### src/rtl/assert_macros.svh
// Assertion macros shared by the RTL. Synthesis builds define SYNTH.
`ifndef ASSERT_MACROS_SVH
`define ASSERT_MACROS_SVH

`ifndef SYNTH

`define ERHM_ASSERT(lbl, clk, rstn, prop, msg) \
    lbl: assert property (@(posedge clk) disable iff (!rstn) (prop)) else $error(msg);

`define ERHM_ASSERT_IMPL(lbl, clk, rstn, ante, cons, msg) \
    lbl: assert property (@(posedge clk) disable iff (!rstn) (ante) |-> (cons)) else $error(msg);

`define ERHM_ASSERT_NEXT(lbl, clk, rstn, ante, cons, msg) \
    lbl: assert property (@(posedge clk) disable iff (!rstn) (ante) |=> (cons)) else $error(msg);

`else

`define ERHM_ASSERT(lbl, clk, rstn, prop, msg)
`define ERHM_ASSERT_IMPL(lbl, clk, rstn, ante, cons, msg)
`define ERHM_ASSERT_NEXT(lbl, clk, rstn, ante, cons, msg)

`endif

`endif

### src/rtl/erhm_pkg.sv
package erhm_pkg;

    localparam int FREQ_W  = 16;
    localparam int HOURS_W = 16;
    localparam int MIN_W   = 6;
    localparam int SEC_W   = 6;

    localparam logic [FREQ_W-1:0]  FREQ_MAX      = 16'hFFFF;
    localparam logic [HOURS_W-1:0] HOURS_MAX     = 16'hFFFF;
    localparam logic [FREQ_W-1:0]  THRESH_RESET  = 16'd80;
    localparam logic [SEC_W-1:0]   SEC_PER_MIN   = 6'd60;
    localparam logic [MIN_W-1:0]   MIN_PER_HOUR  = 6'd60;

    typedef enum logic [1:0] {
        MODE_WAIT     = 2'd0,
        MODE_STARTING = 2'd1,
        MODE_RUNNING  = 2'd2,
        MODE_STOPPING = 2'd3
    } mode_t;

    // Gate timing events for the tick being processed.
    typedef struct packed {
        logic check;     // half-gate or full-gate tick: evaluate mode
        logic gate_end;  // full-gate tick: latch frequency, advance time
    } gate_evt_t;

endpackage

### src/rtl/erhm_gate.sv
module erhm_gate
    import erhm_pkg::*;
#(
    parameter int TICKS_PER_GATE = 64
) (
    input  logic              aclk,
    input  logic              aresetn,
    input  logic              proc,
    input  logic              func,
    output gate_evt_t         evt,
    output logic [FREQ_W-1:0] freq_reg_o,
    output logic [FREQ_W-1:0] freq_next_o
);

    localparam int PHASE_W = $clog2(TICKS_PER_GATE + 1);
    localparam logic [PHASE_W-1:0] HALF_TICK = PHASE_W'(TICKS_PER_GATE / 2);
    localparam logic [PHASE_W-1:0] FULL_TICK = PHASE_W'(TICKS_PER_GATE);

    logic [PHASE_W-1:0] phase_reg;
    logic [PHASE_W-1:0] phase_inc;
    logic [FREQ_W-1:0]  pulse_reg;
    logic [FREQ_W-1:0]  freq_reg;
    logic               is_half;
    logic               is_end;

    assign phase_inc = phase_reg + PHASE_W'(1);
    assign is_half   = (phase_inc == HALF_TICK);
    assign is_end    = (phase_inc >= FULL_TICK);

    assign evt.check    = func & (is_half | is_end);
    assign evt.gate_end = func & is_end;

    assign freq_reg_o  = freq_reg;
    assign freq_next_o = (proc && evt.gate_end) ? pulse_reg : freq_reg;

    always_ff @(posedge aclk) begin
        if (!aresetn) begin
            phase_reg <= '0;
            pulse_reg <= '0;
            freq_reg  <= '0;
        end else if (proc) begin
            if (!func) begin
                if (pulse_reg != FREQ_MAX) begin
                    pulse_reg <= pulse_reg + FREQ_W'(1);
                end
            end else if (is_end) begin
                phase_reg <= '0;
                freq_reg  <= pulse_reg;
                pulse_reg <= '0;
            end else begin
                phase_reg <= phase_inc;
            end
        end
    end

endmodule

### src/rtl/erhm_runtime.sv
module erhm_runtime
    import erhm_pkg::*;
(
    input  logic               aclk,
    input  logic               aresetn,
    input  logic               proc,
    input  logic               start_level,
    input  gate_evt_t          evt,
    input  logic [FREQ_W-1:0]  freq,
    input  logic [FREQ_W-1:0]  threshold,
    output mode_t              mode_next_o,
    output logic [HOURS_W-1:0] hours_next_o,
    output logic [MIN_W-1:0]   minutes_next_o,
    output logic [SEC_W-1:0]   seconds_next_o
);

    mode_t               mode_reg;
    mode_t               mode_chk;
    logic [HOURS_W-1:0]  hours_reg;
    logic [MIN_W-1:0]    minutes_reg;
    logic [SEC_W-1:0]    seconds_reg;
    logic [SEC_W-1:0]    sec_inc;
    logic [MIN_W-1:0]    min_tmp;

    // Mode check uses the frequency latched at the previous gate end.
    always_comb begin
        mode_chk = mode_reg;
        unique case (mode_reg)
            MODE_WAIT: begin
                if (start_level) mode_chk = MODE_STARTING;
            end
            MODE_STARTING: begin
                if (freq > threshold) mode_chk = MODE_RUNNING;
            end
            MODE_RUNNING: begin
                if (freq < threshold) mode_chk = MODE_STOPPING;
            end
            MODE_STOPPING: begin
                mode_chk = MODE_STOPPING;
            end
            default: begin
                mode_chk = mode_reg;
            end
        endcase
    end

    always_comb begin
        mode_next_o    = (proc && evt.check) ? mode_chk : mode_reg;
        hours_next_o   = hours_reg;
        minutes_next_o = minutes_reg;
        seconds_next_o = seconds_reg;
        sec_inc        = seconds_reg + SEC_W'(1);
        min_tmp        = minutes_reg;
        if (proc && evt.gate_end && (mode_next_o == MODE_RUNNING)) begin
            if (sec_inc >= SEC_PER_MIN) begin
                seconds_next_o = '0;
                min_tmp        = minutes_reg + MIN_W'(1);
            end else begin
                seconds_next_o = sec_inc;
            end
            if (min_tmp >= MIN_PER_HOUR) begin
                minutes_next_o = '0;
                if (hours_reg != HOURS_MAX) begin
                    hours_next_o = hours_reg + HOURS_W'(1);
                end
            end else begin
                minutes_next_o = min_tmp;
            end
        end
    end

    always_ff @(posedge aclk) begin
        if (!aresetn) begin
            mode_reg    <= MODE_WAIT;
            hours_reg   <= '0;
            minutes_reg <= '0;
            seconds_reg <= '0;
        end else begin
            mode_reg    <= mode_next_o;
            hours_reg   <= hours_next_o;
            minutes_reg <= minutes_next_o;
            seconds_reg <= seconds_next_o;
        end
    end

endmodule

### src/rtl/engine_run_hour_meter_core.sv
// Engine run-hour meter core.
// The s_ channel carries events: s_func = 0 is a pulse edge from the speed
// sensor, s_func = 1 is a timer tick (TICKS_PER_GATE ticks per one-second gate)
// that also carries the start input level on s_start_level.
// Every accepted transaction produces exactly one result transaction on the
// m_ channel: the current mode, the frequency latched at the last gate end,
// the accumulated run time, and m_gate_done when that tick closed a gate.
// The cfg channel writes the run threshold; it is always ready and should be
// used only while the core is idle.
// A transaction accepted on s_ is captured in the input register, processed,
// and offered on m_ from the output register. Throughput is one transaction per
// cycle while the receiver does not stall, set by the single processing stage
// between the input register and the output register.
// When the receiver stalls, the result stays in the output register and one
// more transaction is held in the input register; s_ready then drops.
// Reset (synchronous, active low) clears all counters, sets mode to wait, sets
// the threshold to 80 and empties both registers.
`include "assert_macros.svh"

module engine_run_hour_meter_core
    import erhm_pkg::*;
#(
    parameter int TICKS_PER_GATE = 64
) (
    input  logic               aclk,
    input  logic               aresetn,
    // Configuration write channel.
    input  logic               cfg_valid,
    output logic               cfg_ready,
    input  logic [FREQ_W-1:0]  cfg_data,
    // Event input channel.
    input  logic               s_valid,
    output logic               s_ready,
    input  logic               s_func,
    input  logic               s_start_level,
    // Result channel.
    output logic               m_valid,
    input  logic               m_ready,
    output logic [1:0]         m_mode,
    output logic [FREQ_W-1:0]  m_frequency,
    output logic [HOURS_W-1:0] m_hours,
    output logic [MIN_W-1:0]   m_minutes,
    output logic [SEC_W-1:0]   m_seconds,
    output logic               m_gate_done
);

    // Threshold register; writes are always accepted.
    logic [FREQ_W-1:0] thresh_reg;

    // Input register.
    logic in_valid_reg;
    logic in_func_reg;
    logic in_start_reg;

    // Output register.
    logic               m_valid_reg;
    mode_t              m_mode_reg;
    logic [FREQ_W-1:0]  m_freq_reg;
    logic [HOURS_W-1:0] m_hours_reg;
    logic [MIN_W-1:0]   m_minutes_reg;
    logic [SEC_W-1:0]   m_seconds_reg;
    logic               m_gate_done_reg;

    // Processing control: the held event is processed when the output
    // register is empty or being drained this cycle.
    logic advance;
    logic proc;

    gate_evt_t          evt;
    logic [FREQ_W-1:0]  freq_cur;
    logic [FREQ_W-1:0]  freq_next;
    mode_t              mode_next;
    logic [HOURS_W-1:0] hours_next;
    logic [MIN_W-1:0]   minutes_next;
    logic [SEC_W-1:0]   seconds_next;

    // Terms used by the checks at the end of the module.
    logic pulse_proc;
    logic time_ok;
    logic mode_stop;
    logic out_stopping;
    logic in_stalled;

    assign advance   = !m_valid_reg || m_ready;
    assign proc      = in_valid_reg && advance;
    assign s_ready   = !in_valid_reg || advance;
    assign cfg_ready = 1'b1;

    erhm_gate #(
        .TICKS_PER_GATE(TICKS_PER_GATE)
    ) u_gate (
        .aclk        (aclk),
        .aresetn     (aresetn),
        .proc        (proc),
        .func        (in_func_reg),
        .evt         (evt),
        .freq_reg_o  (freq_cur),
        .freq_next_o (freq_next)
    );

    erhm_runtime u_runtime (
        .aclk           (aclk),
        .aresetn        (aresetn),
        .proc           (proc),
        .start_level    (in_start_reg),
        .evt            (evt),
        .freq           (freq_cur),
        .threshold      (thresh_reg),
        .mode_next_o    (mode_next),
        .hours_next_o   (hours_next),
        .minutes_next_o (minutes_next),
        .seconds_next_o (seconds_next)
    );

    always_ff @(posedge aclk) begin
        if (!aresetn) begin
            thresh_reg <= THRESH_RESET;
        end else if (cfg_valid && cfg_ready) begin
            thresh_reg <= cfg_data;
        end
    end

    // Input register: loads a new transaction whenever it has room.
    always_ff @(posedge aclk) begin
        if (!aresetn) begin
            in_valid_reg <= 1'b0;
        end else if (s_ready) begin
            in_valid_reg <= s_valid;
        end
        if (s_ready && s_valid) begin
            in_func_reg  <= s_func;
            in_start_reg <= s_start_level;
        end
    end

    // Output register: captures the state after the processed event.
    always_ff @(posedge aclk) begin
        if (!aresetn) begin
            m_valid_reg <= 1'b0;
        end else if (advance) begin
            m_valid_reg <= in_valid_reg;
        end
        if (proc) begin
            m_mode_reg      <= mode_next;
            m_freq_reg      <= freq_next;
            m_hours_reg     <= hours_next;
            m_minutes_reg   <= minutes_next;
            m_seconds_reg   <= seconds_next;
            m_gate_done_reg <= evt.gate_end;
        end
    end

    assign m_valid     = m_valid_reg;
    assign m_mode      = m_mode_reg;
    assign m_frequency = m_freq_reg;
    assign m_hours     = m_hours_reg;
    assign m_minutes   = m_minutes_reg;
    assign m_seconds   = m_seconds_reg;
    assign m_gate_done = m_gate_done_reg;

    assign pulse_proc   = proc && !in_func_reg;
    assign time_ok      = (m_minutes_reg < MIN_PER_HOUR) && (m_seconds_reg < SEC_PER_MIN);
    assign mode_stop    = (m_mode_reg == MODE_STOPPING);
    assign out_stopping = m_valid_reg && mode_stop;
    assign in_stalled   = in_valid_reg && !advance;

    // A pulse event can never close a gate.
    `ERHM_ASSERT_IMPL(a_pulse_no_gate, aclk, aresetn, pulse_proc, !evt.gate_end, "pulse ended a gate")

    // The run-time counter fields stay in range.
    `ERHM_ASSERT_IMPL(a_time_range, aclk, aresetn, m_valid_reg, time_ok, "run time out of range")

    // Stopping is sticky in the delivered results.
    `ERHM_ASSERT_NEXT(a_stop_sticky, aclk, aresetn, out_stopping, mode_stop, "left stopping")

    // An empty output register never blocks the input.
    `ERHM_ASSERT_IMPL(a_ready_when_empty, aclk, aresetn, !m_valid_reg, s_ready, "blocked when empty")

    // A held event is kept until it is processed.
    `ERHM_ASSERT_NEXT(a_hold_input, aclk, aresetn, in_stalled, in_valid_reg, "held event dropped")

endmodule
### config.mk
export PLATFORM = sky130hd
export DESIGN_NAME = engine_run_hour_meter_core
export DESIGN_NICKNAME = d
export VERILOG_FILES = /design/src/rtl/erhm_pkg.sv /design/src/rtl/erhm_gate.sv /design/src/rtl/erhm_runtime.sv /design/src/rtl/engine_run_hour_meter_core.sv
export VERILOG_INCLUDE_DIRS = /design/src /design/src/rtl
export SDC_FILE = /design/constraint.sdc
export NUM_CORES = 1
export LEC_CHECK = 0
export ABC_AREA = 0
export BUFFER_PORTS_ARGS = -buffer_cell sky130_fd_sc_hd__buf_2
export CORE_AREA = 2 2 134 136
export DETAILED_ROUTE_END_ITERATION = 8
export DIE_AREA = 0 0 136 138
export HOLD_SLACK_MARGIN = 0.08
export PLACE_DENSITY_LB_ADDON = 0.3
export REMOVE_ABC_BUFFERS = 1
export SYNTH_ARGS = -nofsm -noshare
export SYNTH_HDL_FRONTEND = slang
export SYNTH_HIERARCHICAL = 1
export SYNTH_SLANG_ARGS = --single-unit
export TNS_END_PERCENT = 20
### constraint.sdc
create_clock -name aclk -period 8 [get_ports aclk]
set_input_delay 2 -clock aclk [delete_from_list [all_inputs] [get_ports aclk]]
set_output_delay 2 -clock aclk [all_outputs]
set_load 0.1 [all_outputs]
Word level (Yosys, flattened, before mapping)
Index checks and enable logic that the tools add are counted. Widths: inputs -> output; s select.

Input bits: 23. Flip-flop bits (word level): 136. Word-level logic and storage cells: 72. Output and inout port bits: 50.

Mux-type cells: 19. Bitwise gates (word level): 3. Order comparisons: 5. Equal/unequal tests: 8. Reduce and logical (&&, ||, !) cells: 14. Add/subtract/negate cells: 5.

Operators by type and width (count): $mux 16 (7); $mux 6 (6); $add 16x1->16 const B (2); $ne 16x16->1 const B (2); $gt 16x16->1 (1); $lt 16x16->1 (1); $add 6x1->6 const B (2); $ge 6x6->1 const B (2); $mux 2 (4); $pmux 2 s4 (1); $add 7x1->7 const B (1); $eq 7x6->1 const B (1); $ge 7x7->1 const B (1); $mux 7 (1); $eq 2x2->1 const B (3); $reduce_and 3->1 (2); $logic_and 1x1->1 (5); $and 1x1->1 (2); $eq 2x1->1 const B (1); $logic_not 1->1 (2); $logic_not 2->1 (1); $logic_or 1x1->1 (2); $ne 2x1->1 const B (1); $reduce_and 2->1 (1); 2 further kinds (2).

Depth between registers and ports, before layout
Gate-level depths: netlist (run 1).

Word-level depth: 12. Depth in mapped cells: 13. Depth with buffers taken out: 11.

Cells and area by module
Netlist (run 1), hierarchy kept.

Modules (own cells, without submodules): erhm_runtime (seq. area each 600.6 µm², times used 1, area each 2499.9 µm², cells each 326); engine_run_hour_meter_core (seq. area each 1831.8 µm², times used 1, area each 2178.3 µm², cells each 111); erhm_gate (seq. area each 780.7 µm², times used 1, area each 2122.0 µm², cells each 248).

Least setup slack after synthesis (run 1)
No wires, ideal clock.

Kind: input port to flip-flop. From: input port m_ready. To: register m_seconds_reg[4] (netlist: m_seconds[4]) (data pin). Buffers on the path: 2. Data required time: 7738 ps. Stages on the path: 10. Data arrival time: 6445 ps. Slack: 1293 ps. Setup time: 262 ps. Cells stage by stage: nor2b_1 > nor2b_1 > nand3_1 > o32a_1 > a311oi_1 > o21ai_1 > buf_2 > buf_2 > o21a_1 > or2_2.

Cells in the longest elaborated chain, start to end: 7. Elaborated cells on any way between the ends: 8. Classes of those cells: eq/ne (1); mux (2); reduce/logical (5).

RTL lines: start: declaration (line engine_run_hour_meter_core.sv:38) `input logic m_ready,`; $logic_or 1x1->1 (*) (line engine_run_hour_meter_core.sv:84) `assign advance = !m_valid_reg || m_ready;`; $logic_and 1x1->1 (*) (line engine_run_hour_meter_core.sv:85) `assign proc = in_valid_reg && advance;`; named net proc (line engine_run_hour_meter_core.sv:67) `logic proc;`; $logic_and 1x1->1 (line erhm_runtime.sv:48) `mode_next_o = (proc && evt.check) ? mode_chk : mode_reg;`; $mux 2 (line erhm_runtime.sv:48); $eq 2x2->1 (line erhm_runtime.sv:54) `if (proc && evt.gate_end && (mode_next_o == MODE_RUNNING)) begin`; $logic_and 1x1->1 (*) (line erhm_runtime.sv:54); $mux 6 (*) (line erhm_runtime.sv:54); named net seconds_next[4] (line engine_run_hour_meter_core.sv:75) `logic [SEC_W-1:0] seconds_next;`; end signal: assignment (line engine_run_hour_meter_core.sv:148) `m_seconds_reg <= seconds_next;`; end: declaration (line engine_run_hour_meter_core.sv:61) `logic [SEC_W-1:0] m_seconds_reg;`.

Mark *: on every way through the listed nets, which the timed path passes. The rest lies on a longest branch. A chain may end at the register's enable or synchronous reset.

Worst setup path after layout (run 1)
From: input port m_ready. To: register m_hours_reg[1] (netlist: m_hours[1]) (data pin).

Cells in the longest elaborated chain, start to end: 7. Elaborated cells on any way between the ends: 8. Classes of those cells: eq/ne (1); mux (2); reduce/logical (5).

RTL lines: $logic_or 1x1->1 (*) (line engine_run_hour_meter_core.sv:84); $logic_and 1x1->1 (*) (line engine_run_hour_meter_core.sv:85); named net proc (line engine_run_hour_meter_core.sv:67); $logic_and 1x1->1 (line erhm_runtime.sv:48); $mux 2 (line erhm_runtime.sv:48); $eq 2x2->1 (line erhm_runtime.sv:54); $logic_and 1x1->1 (*) (line erhm_runtime.sv:54); $mux 16 (*) (line erhm_runtime.sv:54); named net hours_next[1] (line engine_run_hour_meter_core.sv:73) `logic [HOURS_W-1:0] hours_next;`; end signal: assignment (line engine_run_hour_meter_core.sv:146) `m_hours_reg <= hours_next;`; end: declaration (line engine_run_hour_meter_core.sv:59) `logic [HOURS_W-1:0] m_hours_reg;`.

Marked as above.

==> results.py, run 1 <==
metrics = {
    "outcome": {
        "status": "finished clean",
    },
    "cells_and_area": {
        "layout.area.seq_um2": 3210,
        "drive_above_1_share_pct": 16.5,
        "nets": 790,
        "final_cell_area_um2": 7920,
        "mostFrequentLayoutCells": "nand2_1 (93), dfxtp_1 (87), buf_2 (71)",
        "fin_cells": 989,
        "multiInputGateArea_um2": 3280,
        "n_fill_cell": 1713,
        "mostFrequentLayoutCell": "nand2_1",
        "areaGrowthSynthToFinish_pct": 16.5,
    },
    "drt": {
        "num_vias": 5261,
        "firstDrtPassIters": 6,
        "routed_wl_mm": 14.7,
        "remaining_drc_errors": 0,
        "wire_per_inst_um": 14.8,
        "final_antenna_net_count": 0,
        "via_per_inst": 5.32,
        "first_iter_violations": 523,
    },
    "synth": {
        "synth-edff-count": 49,
        "synthesis.instances": 685,
        "synth-main-ff-cell": "dfxtp_1",
        "synthesis.area_um2": 6800,
        "yosysSeqAreaShare_pct": 47.2,
        "yosysUniqueCellTypes": 70,
        "ys_ff_latch": 136,
        "syn_avg_cell_area_um2": 9.93,
        "async_flop_share_pct": 0,
        "yosys_warnings": 6,
    },
    "hold_path": {
        "min_path_type": "reg2reg",
    },
    "sta": {
        "hold_viol": 0,
        "min_period_ps": 4730,
        "setup_tns_ps": 0,
        "setup_viol_count_final": 0,
        "rsz0062_at_grt": "false",
        "fmax_mhz": 211,
        "fin_skew_ps": 5.53,
        "min_period_over_period_pct": 59.1,
        "slew_viol_final": 0,
        "worst_slew_pin_slew_ps": 921,
        "fin_ws_ps": 3270,
        "relSlewSlack_pct": 38.4,
        "hold_ws_ps": 471,
    },
    "power_and_ir_drop": {
        "p_seq_share_pct": 43.6,
        "power_density_nw_per_um2": 215,
        "combPwrFrac_pct": 8.5,
        "power_switching_share_pct": 24.1,
        "ir_drop_uv": 153,
        "internal_power_mw": 1.29,
        "p_leak_nw": 2.99,
        "p_sw_uw": 410,
        "clockPowerShare_pct": 47.9,
    },
    "grt": {
        "grt_overflow": 0,
        "grt_pass1_vias": 4797,
        "antenna_found_initial": 2,
        "grt_max_degree": 51,
        "grt_pass1_wl_mm": 23.9,
        "track_usage_pct": 16.0,
    },
    "cts": {
        "clk_latency_ps": 420,
        "clk_pin_slew_ps": 60,
        "numCtsBuffers": 17,
        "cts_max_path_buffers": 2,
        "tritoncts": "yes",
        "cts_setup_buffers": 0,
        "cts-root-buf": "clkbuf_16",
        "cts-resized-gates": 0,
        "cts.sink_count": 136,
        "cts_max_level": 4,
        "ctsHoldBuffers": 0,
    },
    "die": {
        "coreArea_um2": 17500,
        "initial_core_util_pct": 38.8,
        "fp.dieW_um": 136,
        "die-area_um2": 18800,
        "placementRows": 49,
        "ios": 73,
        "die_height_um": 138,
    },
    "setup_path": {
        "cp_slowest_stage_delay_ps": 470,
        "cp-end-kind": "register",
        "critPathRequiredTime_ps": 8170,
        "slowest_stage": "nor3_2",
        "crit_chain": "buf_2 -> nor2b_1 -> nor2b_4 -> buf_4 -> nand3_1 -> o32a_1 -> a311oi_1 -> o21ai_2 -> buf_4 -> nor3_2 -> mux2_2",
        "critPathBufInv": 3,
        "arrival_ps": 4900,
        "cp_top_family": "simple AND/OR/NAND/NOR gates",
        "path_class": "in2reg",
        "worst_setup_path_start_kind": "primary input",
        "path_max_fanout": 37,
        "path_common_cell": "buf_4",
    },
    "placed_design": {
        "dp_hpwl_mm": 9.93,
        "place_congestion": 0.780,
        "dp_cells": 956,
        "post-place-ws_ps": 2830,
        "dpl-instance-area_um2": 7310,
        "port-buffer-count": 71,
    },
    "run": {
        "maxCapViolations": 0,
    },
}
## cell type report
| type | count | share of cell area, % |
|---|---|---|
| sequential | 136 | 40.6 |
| tap | 229 | 3.62 |
| antenna | 1 | 0.0316 |
| timing repair buffer | 77 | 5.05 |
| multi-input combinational | 480 | 41.4 |
| clock inverter | 11 | 1.91 |
| clock buffer | 21 | 5.81 |
| inverter | 34 | 1.61 |
## cells in the mapped netlist (all sizes together), types with 3 or more instances
master / count / area, um2
a21boi: 3 / 22.5
nand4b: 3 / 41.3
and2: 5 / 31.3
o211a: 5 / 50.1
and3: 6 / 37.5
mux2: 18 / 203
clkbuf: 20 / 78.8
mux2i: 43 / 430
o21a: 11 / 83.8
nor3: 17 / 90.1
edfxtp: 49 / 1470
nand3: 32 / 160
and4: 4 / 35.0
buf: 15 / 119
xor2: 9 / 78.8
o22ai: 3 / 18.8
a21oi: 26 / 134
dfxtp: 87 / 1740
nand4: 19 / 125
inv: 34 / 128
o32ai: 4 / 35.0
nor2b: 18 / 113
o31ai: 12 / 90.1
or2: 3 / 18.8
o21ai: 18 / 90.1
nor2: 19 / 71.3
a32o: 3 / 30.0
nand2b: 10 / 62.6
nor4: 9 / 75.1
ha: 21 / 263
or3: 12 / 80.1
or4: 13 / 101
a211oi: 14 / 110
nand2: 93 / 349
## kinds of logic after synthesis
kind of cell / after synthesis / share of synthesized area (%)
flops: 136 / 47.2
xor+xnor: 11 / 1.42
simple gates: 269 / 21.2
fa+ha+maj: 21 / 3.86
buf+inv: 69 / 4.78
other cells: 1 / 0.0551
compound gates: 117 / 12.1
mux: 61 / 9.31
## metal layers
layer	vias to the layer above	part of all wire [%]	GRT usage, %	wire length, um
li1	2646	-	-	-
met1	2468	47	21.0	6870
met2	128	47	25.7	6890
met3	19	5.0	4.29	730
met4	0	1.3	5.10	192
met5	-	0	0	0
## worst min-delay path: cells and delay by family, from the launching register on
kind / cells / cell delay (ps)
AND/OR/NAND/NOR: 1 / 60
flip-flops: 1 / 320
multiplexers: 1 / 60
## worst paths after layout
kind	startpoint	end	slack [ps]	cells after the start
min	thresh_reg[6]	thresh_reg[6]	470	2
max	m_ready	m_hours[1]	3270	11
min reg2reg	thresh_reg[6]	thresh_reg[6]	470	2
max reg2reg	u_gate/phase_reg[0]	m_hours[1]	4110	12
## metrics by stage
stage	utilization [%]	power, mW
final	45.2	1.70
after global routing	45.2	1.76
after CTS	45.2	1.72
after detailed placement	41.7	0.902
after global placement	41.7	0.901
after floorplan	-	0.866
## power by group through the flow
stage | Clock [mW] | Combinational, mW | Sequential, mW
after floorplan | 0 | 0.0310 | 0.835
after global placement | 0 | 0.144 | 0.757
after detailed placement | 0 | 0.145 | 0.756
after CTS | 0.834 | 0.146 | 0.742
after global routing | 0.863 | 0.152 | 0.744
final | 0.815 | 0.144 | 0.742
No activity file was read; power rests on OpenSTA's default activity.
==> run 2: changes to the inputs <==
clock period = 4.9 ns   (was 8 ns; I/O delays follow)
==> run 2 against run 1 <==
  * Via count shrank 0.97%
  * Cell count down 0.10%
  * Utilization fell by 0.19 points
  * Sequential power up 63%
  * Critical endpoint is now m_seconds[4]
==> results.py, run 2 (synthesis results as in run 1) <==
metrics = {
    "outcome": {
        "status": "finished clean",
    },
    "die": {
        "ios": 73,
        "die_height_um": 138,
        "fp.dieW_um": 136,
        "coreArea_um2": 17500,
        "initial_core_util_pct": 38.8,
        "die-area_um2": 18800,
        "placementRows": 49,
    },
    "sta": {
        "worst_slew_pin_slew_ps": 919,
        "rsz0062_at_grt": "false",
        "fmax_mhz": 266,
        "fin_skew_ps": 12.0,
        "min_period_over_period_pct": 76.8,
        "relSlewSlack_pct": 38.2,
        "slew_viol_final": 0,
        "hold_viol": 0,
        "setup_viol_count_final": 0,
        "min_period_ps": 3760,
    },
    "power_and_ir_drop": {
        "clockPowerShare_pct": 46.2,
        "p_sw_uw": 674,
        "ir_drop_uv": 248,
        "p_leak_nw": 2.97,
        "p_seq_share_pct": 45.1,
        "power_density_nw_per_um2": 341,
        "power_switching_share_pct": 25.1,
        "internal_power_mw": 2.01,
        "combPwrFrac_pct": 8.7,
    },
    "cells_and_area": {
        "antenna_cells": 0,
        "utilization_pct": 45.0,
        "drive_above_1_share_pct": 16.5,
        "areaGrowthSynthToFinish_pct": 16.0,
        "final_cell_area_um2": 7890,
        "mostFrequentLayoutCells": "nand2_1 (93), dfxtp_1 (87), buf_2 (71)",
        "mostFrequentLayoutCell": "nand2_1",
        "nets": 790,
        "n_fill_cell": 1746,
    },
    "cts": {
        "tritoncts": "yes",
        "cts_setup_buffers": 0,
        "cts_max_level": 4,
        "cts.sink_count": 136,
        "cts_max_path_buffers": 2,
        "numCtsBuffers": 17,
        "clk_pin_slew_ps": 60,
        "cts-resized-gates": 0,
        "cts-root-buf": "clkbuf_16",
        "clk_latency_ps": 420,
        "ctsHoldBuffers": 0,
    },
    "placed_design": {
        "place_congestion": 0.820,
        "dp_hpwl_mm": 10.1,
        "port-buffer-count": 71,
        "dpl-instance-area_um2": 7320,
    },
    "drt": {
        "via_per_inst": 5.27,
        "routed_wl_mm": 14.8,
        "final_antenna_net_count": 0,
        "first_iter_violations": 301,
        "num_vias": 5210,
        "wire_per_inst_um": 15.0,
        "firstDrtPassIters": 7,
        "remaining_drc_errors": 0,
    },
    "run": {
        "maxCapViolations": 0,
    },
    "hold_path": {
        "min_path_type": "reg2reg",
    },
    "setup_path": {
        "arrival_ps": 3940,
        "worst_setup_path_start_kind": "register",
        "slowest_stage": "or3_1",
        "crit_chain": "ha_1 -> nand3_1 -> or3_1 -> nand2_1 -> o21a_1 -> nand3_1 -> o32a_1 -> a311oi_1 -> o21ai_2 -> buf_4 -> o21a_1 -> or2_2",
        "critPathBufInv": 1,
        "cp_top_family": "compound AO/OA/AOI/OAI gates",
        "path_max_fanout": 19,
        "critPathRequiredTime_ps": 5070,
        "path_class": "reg2reg",
        "cp-end-kind": "register",
        "cp_slowest_stage_delay_ps": 440,
    },
    "grt": {
        "grt_pass1_wl_mm": 24.0,
        "grt_pass1_vias": 4764,
        "antenna_found_initial": 0,
        "grt_max_degree": 58,
        "track_usage_pct": 16.1,
        "grt_overflow": 0,
    },
}
run 2: per-layer routing:
layer	global-route usage, %	vias up	routed length, um
met3	3.52	21	568
li1	-	2638	-
met2	24.7	116	6950
met4	5.48	0	213
met5	0	-	0
met1	22.3	2435	7110
run 2: power by group through the flow:
| stage | Clock (mW) | Sequential, mW | Combinational (mW) |
|---|---|---|---|
| after floorplan | 0 | 1.36 | 0.0507 |
| after global placement | 0 | 1.24 | 0.236 |
| after detailed placement | 0 | 1.24 | 0.238 |
| after CTS | 1.27 | 1.21 | 0.238 |
| after global routing | 1.32 | 1.21 | 0.247 |
| final | 1.24 | 1.21 | 0.235 |
run 2: metrics by stage:
| stage | power, mW | instances | setup slack (ps) | hold slack (ps) | setup TNS [ps] |
|---|---|---|---|---|---|
| 2_1_floorplan | 1.41 | 650 | -1760 | 440 | -137930 |
| 3_3_place_gp | 1.47 | 956 | 842 | 456 | 0 |
| 3_5_place_dp | 1.47 | 956 | 755 | 465 | 0 |
| 4_1_cts | 2.72 | 988 | 1170 | 478 | 0 |
| 5_1_grt | 2.78 | 988 | 975 | 510 | 0 |
| 6_report | 2.69 | 988 | 1140 | 473 | 0 |
run 2: final cells by class:
| cell class | count | area, um2 | share of cell area [%] |
|---|---|---|---|
| clock buffer | 24 | 472 | 5.98 |
| multi-input combinational | 480 | 3280 | 41.6 |
| sequential | 136 | 3210 | 40.7 |
| timing repair buffer | 77 | 413 | 5.23 |
| clock inverter | 8 | 97.6 | 1.24 |
| tap | 229 | 287 | 3.63 |
| inverter | 34 | 128 | 1.62 |
run 2: worst paths after layout:
check / slack (ps) / end / startpoint / depth (start not counted)
setup / recovery: 1140 / m_seconds[4] / u_gate/phase_reg[0] / 12
hold / removal: 470 / thresh_reg[4] / thresh_reg[4] / 2
setup reg to reg: 1140 / m_seconds[4] / u_gate/phase_reg[0] / 12
hold reg to reg: 470 / thresh_reg[4] / thresh_reg[4] / 2
run 2: worst min-delay path: stages, from the launching register on:
cell and delay (ps):
dfxtp_1 320, mux2i_1 60, nand2_1 60
==> run 3: changes to the inputs <==
clock period = 3.71 ns   (was 4.9 ns; I/O delays follow)
==> run 3 against run 2 <==
  * Design area up 0.76%
  * Setup slack worse by 880 ps
  * Flip-flop and latch count unchanged
  * Clock skew down 0.88 ps
  * Via count up 0.36%
  * Clock power up 27%
  * Sequential power up 32%
  * Sequential share of layout area down 0.31 points
  * Global-route usage up 0.38 points
  * Cell count up 0.81%
  * Routed wire length up 0.34%
  * Critical path type unchanged
  * Largest cell class unchanged
  * Largest power group is now registers
==> results.py, run 3 (synthesis results as in run 1) <==
metrics = {
    "setup_path": {
        "rr_startpoint": "u_gate/phase_reg[0]",
        "cp-end-kind": "register",
        "reg2reg_slack_ps": 250,
        "path_max_fanout": 16,
        "crit_chain": "ha_1 -> nand3_1 -> or3_1 -> nand2_1 -> o21a_1 -> nand3_1 -> o32a_1 -> a311oi_2 -> o21ai_4 -> or4_1 -> o21a_1",
        "path_class": "reg2reg",
        "cp_slowest_stage_delay_ps": 590,
        "r2r-end": "m_hours[12]",
        "critPathBufInv": 0,
        "worst_setup_path_start_kind": "register",
        "slowest_stage": "or4_1",
        "critPathRequiredTime_ps": 3880,
        "arrival_ps": 3630,
        "cp_top_family": "simple AND/OR/NAND/NOR gates",
        "reg2regPathDepth": 11,
    },
    "grt": {
        "track_usage_pct": 16.5,
        "grtUsageMet3_pct": 4.00,
        "grt_max_degree": 63,
        "grt_pass1_wl_mm": 24.6,
        "grtUsageMet1_pct": 21.7,
        "grt_overflow": 0,
        "antenna_found_initial": 0,
        "busiest_layer": "met2",
        "grt_util_met2_pct": 26.3,
        "grt_pass1_vias": 4911,
    },
    "hold_path": {
        "min_delay_path_depth": 2,
        "hold_path_end": "thresh_reg[4]",
        "hp-start": "thresh_reg[4]",
        "min_path_type": "reg2reg",
    },
    "drt": {
        "remaining_drc_errors": 0,
        "via_per_inst": 5.25,
        "firstDrtPassIters": 4,
        "first_iter_violations": 406,
        "final_antenna_net_count": 0,
        "wire_per_inst_um": 15.0,
        "routed_wl_mm": 14.9,
        "num_vias": 5229,
    },
    "cts": {
        "cts-root-buf": "clkbuf_16",
        "clk_latency_ps": 420,
        "ctsHoldBuffers": 0,
        "cts.sink_count": 136,
        "numCtsBuffers": 17,
        "clk_pin_slew_ps": 50,
        "cts_max_level": 4,
        "cts-resized-gates": 0,
        "cts_max_path_buffers": 2,
        "cts_setup_buffers": 0,
        "tritoncts": "yes",
    },
    "cells_and_area": {
        "nets": 798,
        "drive_above_1_share_pct": 16.9,
        "antenna_cells": 0,
        "fin_cells": 996,
        "mostFrequentLayoutCells": "nand2_1 (93), dfxtp_1 (87), buf_2 (71)",
        "areaGrowthSynthToFinish_pct": 16.9,
        "mostFrequentLayoutCell": "nand2_1",
        "utilization_pct": 45.3,
    },
    "run": {
        "maxCapViolations": 0,
    },
    "die": {
        "ios": 73,
        "placementRows": 49,
        "die_height_um": 138,
        "fp.dieW_um": 136,
        "initial_core_util_pct": 38.8,
        "coreArea_um2": 17500,
        "die-area_um2": 18800,
    },
    "sta": {
        "min_period_ps": 3460,
        "setup_viol_count_final": 0,
        "hold_ws_ps": 474,
        "hold_viol": 0,
        "fin_skew_ps": 11.2,
        "setup_tns_ps": 0,
        "min_period_over_period_pct": 93.2,
        "fmax_mhz": 289,
        "slew_viol_final": 0,
        "rsz0062_at_grt": "false",
        "relSlewSlack_pct": 35.6,
        "worst_slew_pin_slew_ps": 959,
    },
    "placed_design": {
        "place_congestion": 0.792,
        "port-buffer-count": 71,
        "dp_cells": 964,
        "dp_hpwl_mm": 10.2,
    },
    "outcome": {
        "status": "finished clean",
    },
    "power_and_ir_drop": {
        "p_leak_nw": 2.99,
        "p_total_mw": 3.48,
        "ir_drop_uv": 335,
        "power_density_nw_per_um2": 438,
    },
}
## run 3: worst register-to-register path, delay by kind of cell, from the launching register on
kind / cells / cell delay [ps]
adder cells (fa/ha/maj): 1 / 250
AO/OA/AOI/OAI: 5 / 1240
flip-flops: 1 / 390
AND/OR/NAND/NOR: 5 / 1320
## run 3: layout make-up
type	count	area, um2
clock buffer	28	497
clock inverter	4	46.3
fill	1737	9580
inverter	34	128
multi-input combinational	480	3290
sequential	136	3210
tap	229	287
timing repair buffer	85	485
## run 3: routing by layer
metal | wire length, um | share of wire [%]
met1 | 7010 | 47
met2 | 7090 | 48
met3 | 592 | 4.0
met4 | 207 | 1.4
met5 | 0 | 0
## run 3: worst max path at each step
stage | startpoint | endpoint | slack, ps | cells after the start
after floorplan | m_ready | m_frequency[0] | -2660 | 5
final | u_gate/phase_reg[0] | m_hours[12] | 250 | 11
after global routing | u_gate/phase_reg[0] | m_seconds[5] | 40 | 12
after global placement | u_gate/phase_reg[0] | m_hours[14] | 270 | 11
after detailed placement | u_gate/phase_reg[0] | m_seconds[5] | 180 | 12
after CTS | u_gate/phase_reg[0] | u_runtime/hours_reg[11] | 180 | 12
## run 3: where the power goes
group / internal [mW] / total (mW) / switching, mW / leakage (nW)
logic: 0.0572 / 0.315 / 0.258 / 1.58
registers: 1.58 / 1.60 / 0.0178 / 1.15
clock network: 0.972 / 1.57 / 0.595 / 0.260
## run 3: metrics by stage
step / setup WS, ps / instance area, um2
after CTS: 176 / 7940
final: 253 / 7950
after detailed placement: 179 / 7390
after global placement: 269 / 7390
after floorplan: -2660 / 6600
after global routing: 40.5 / 7950
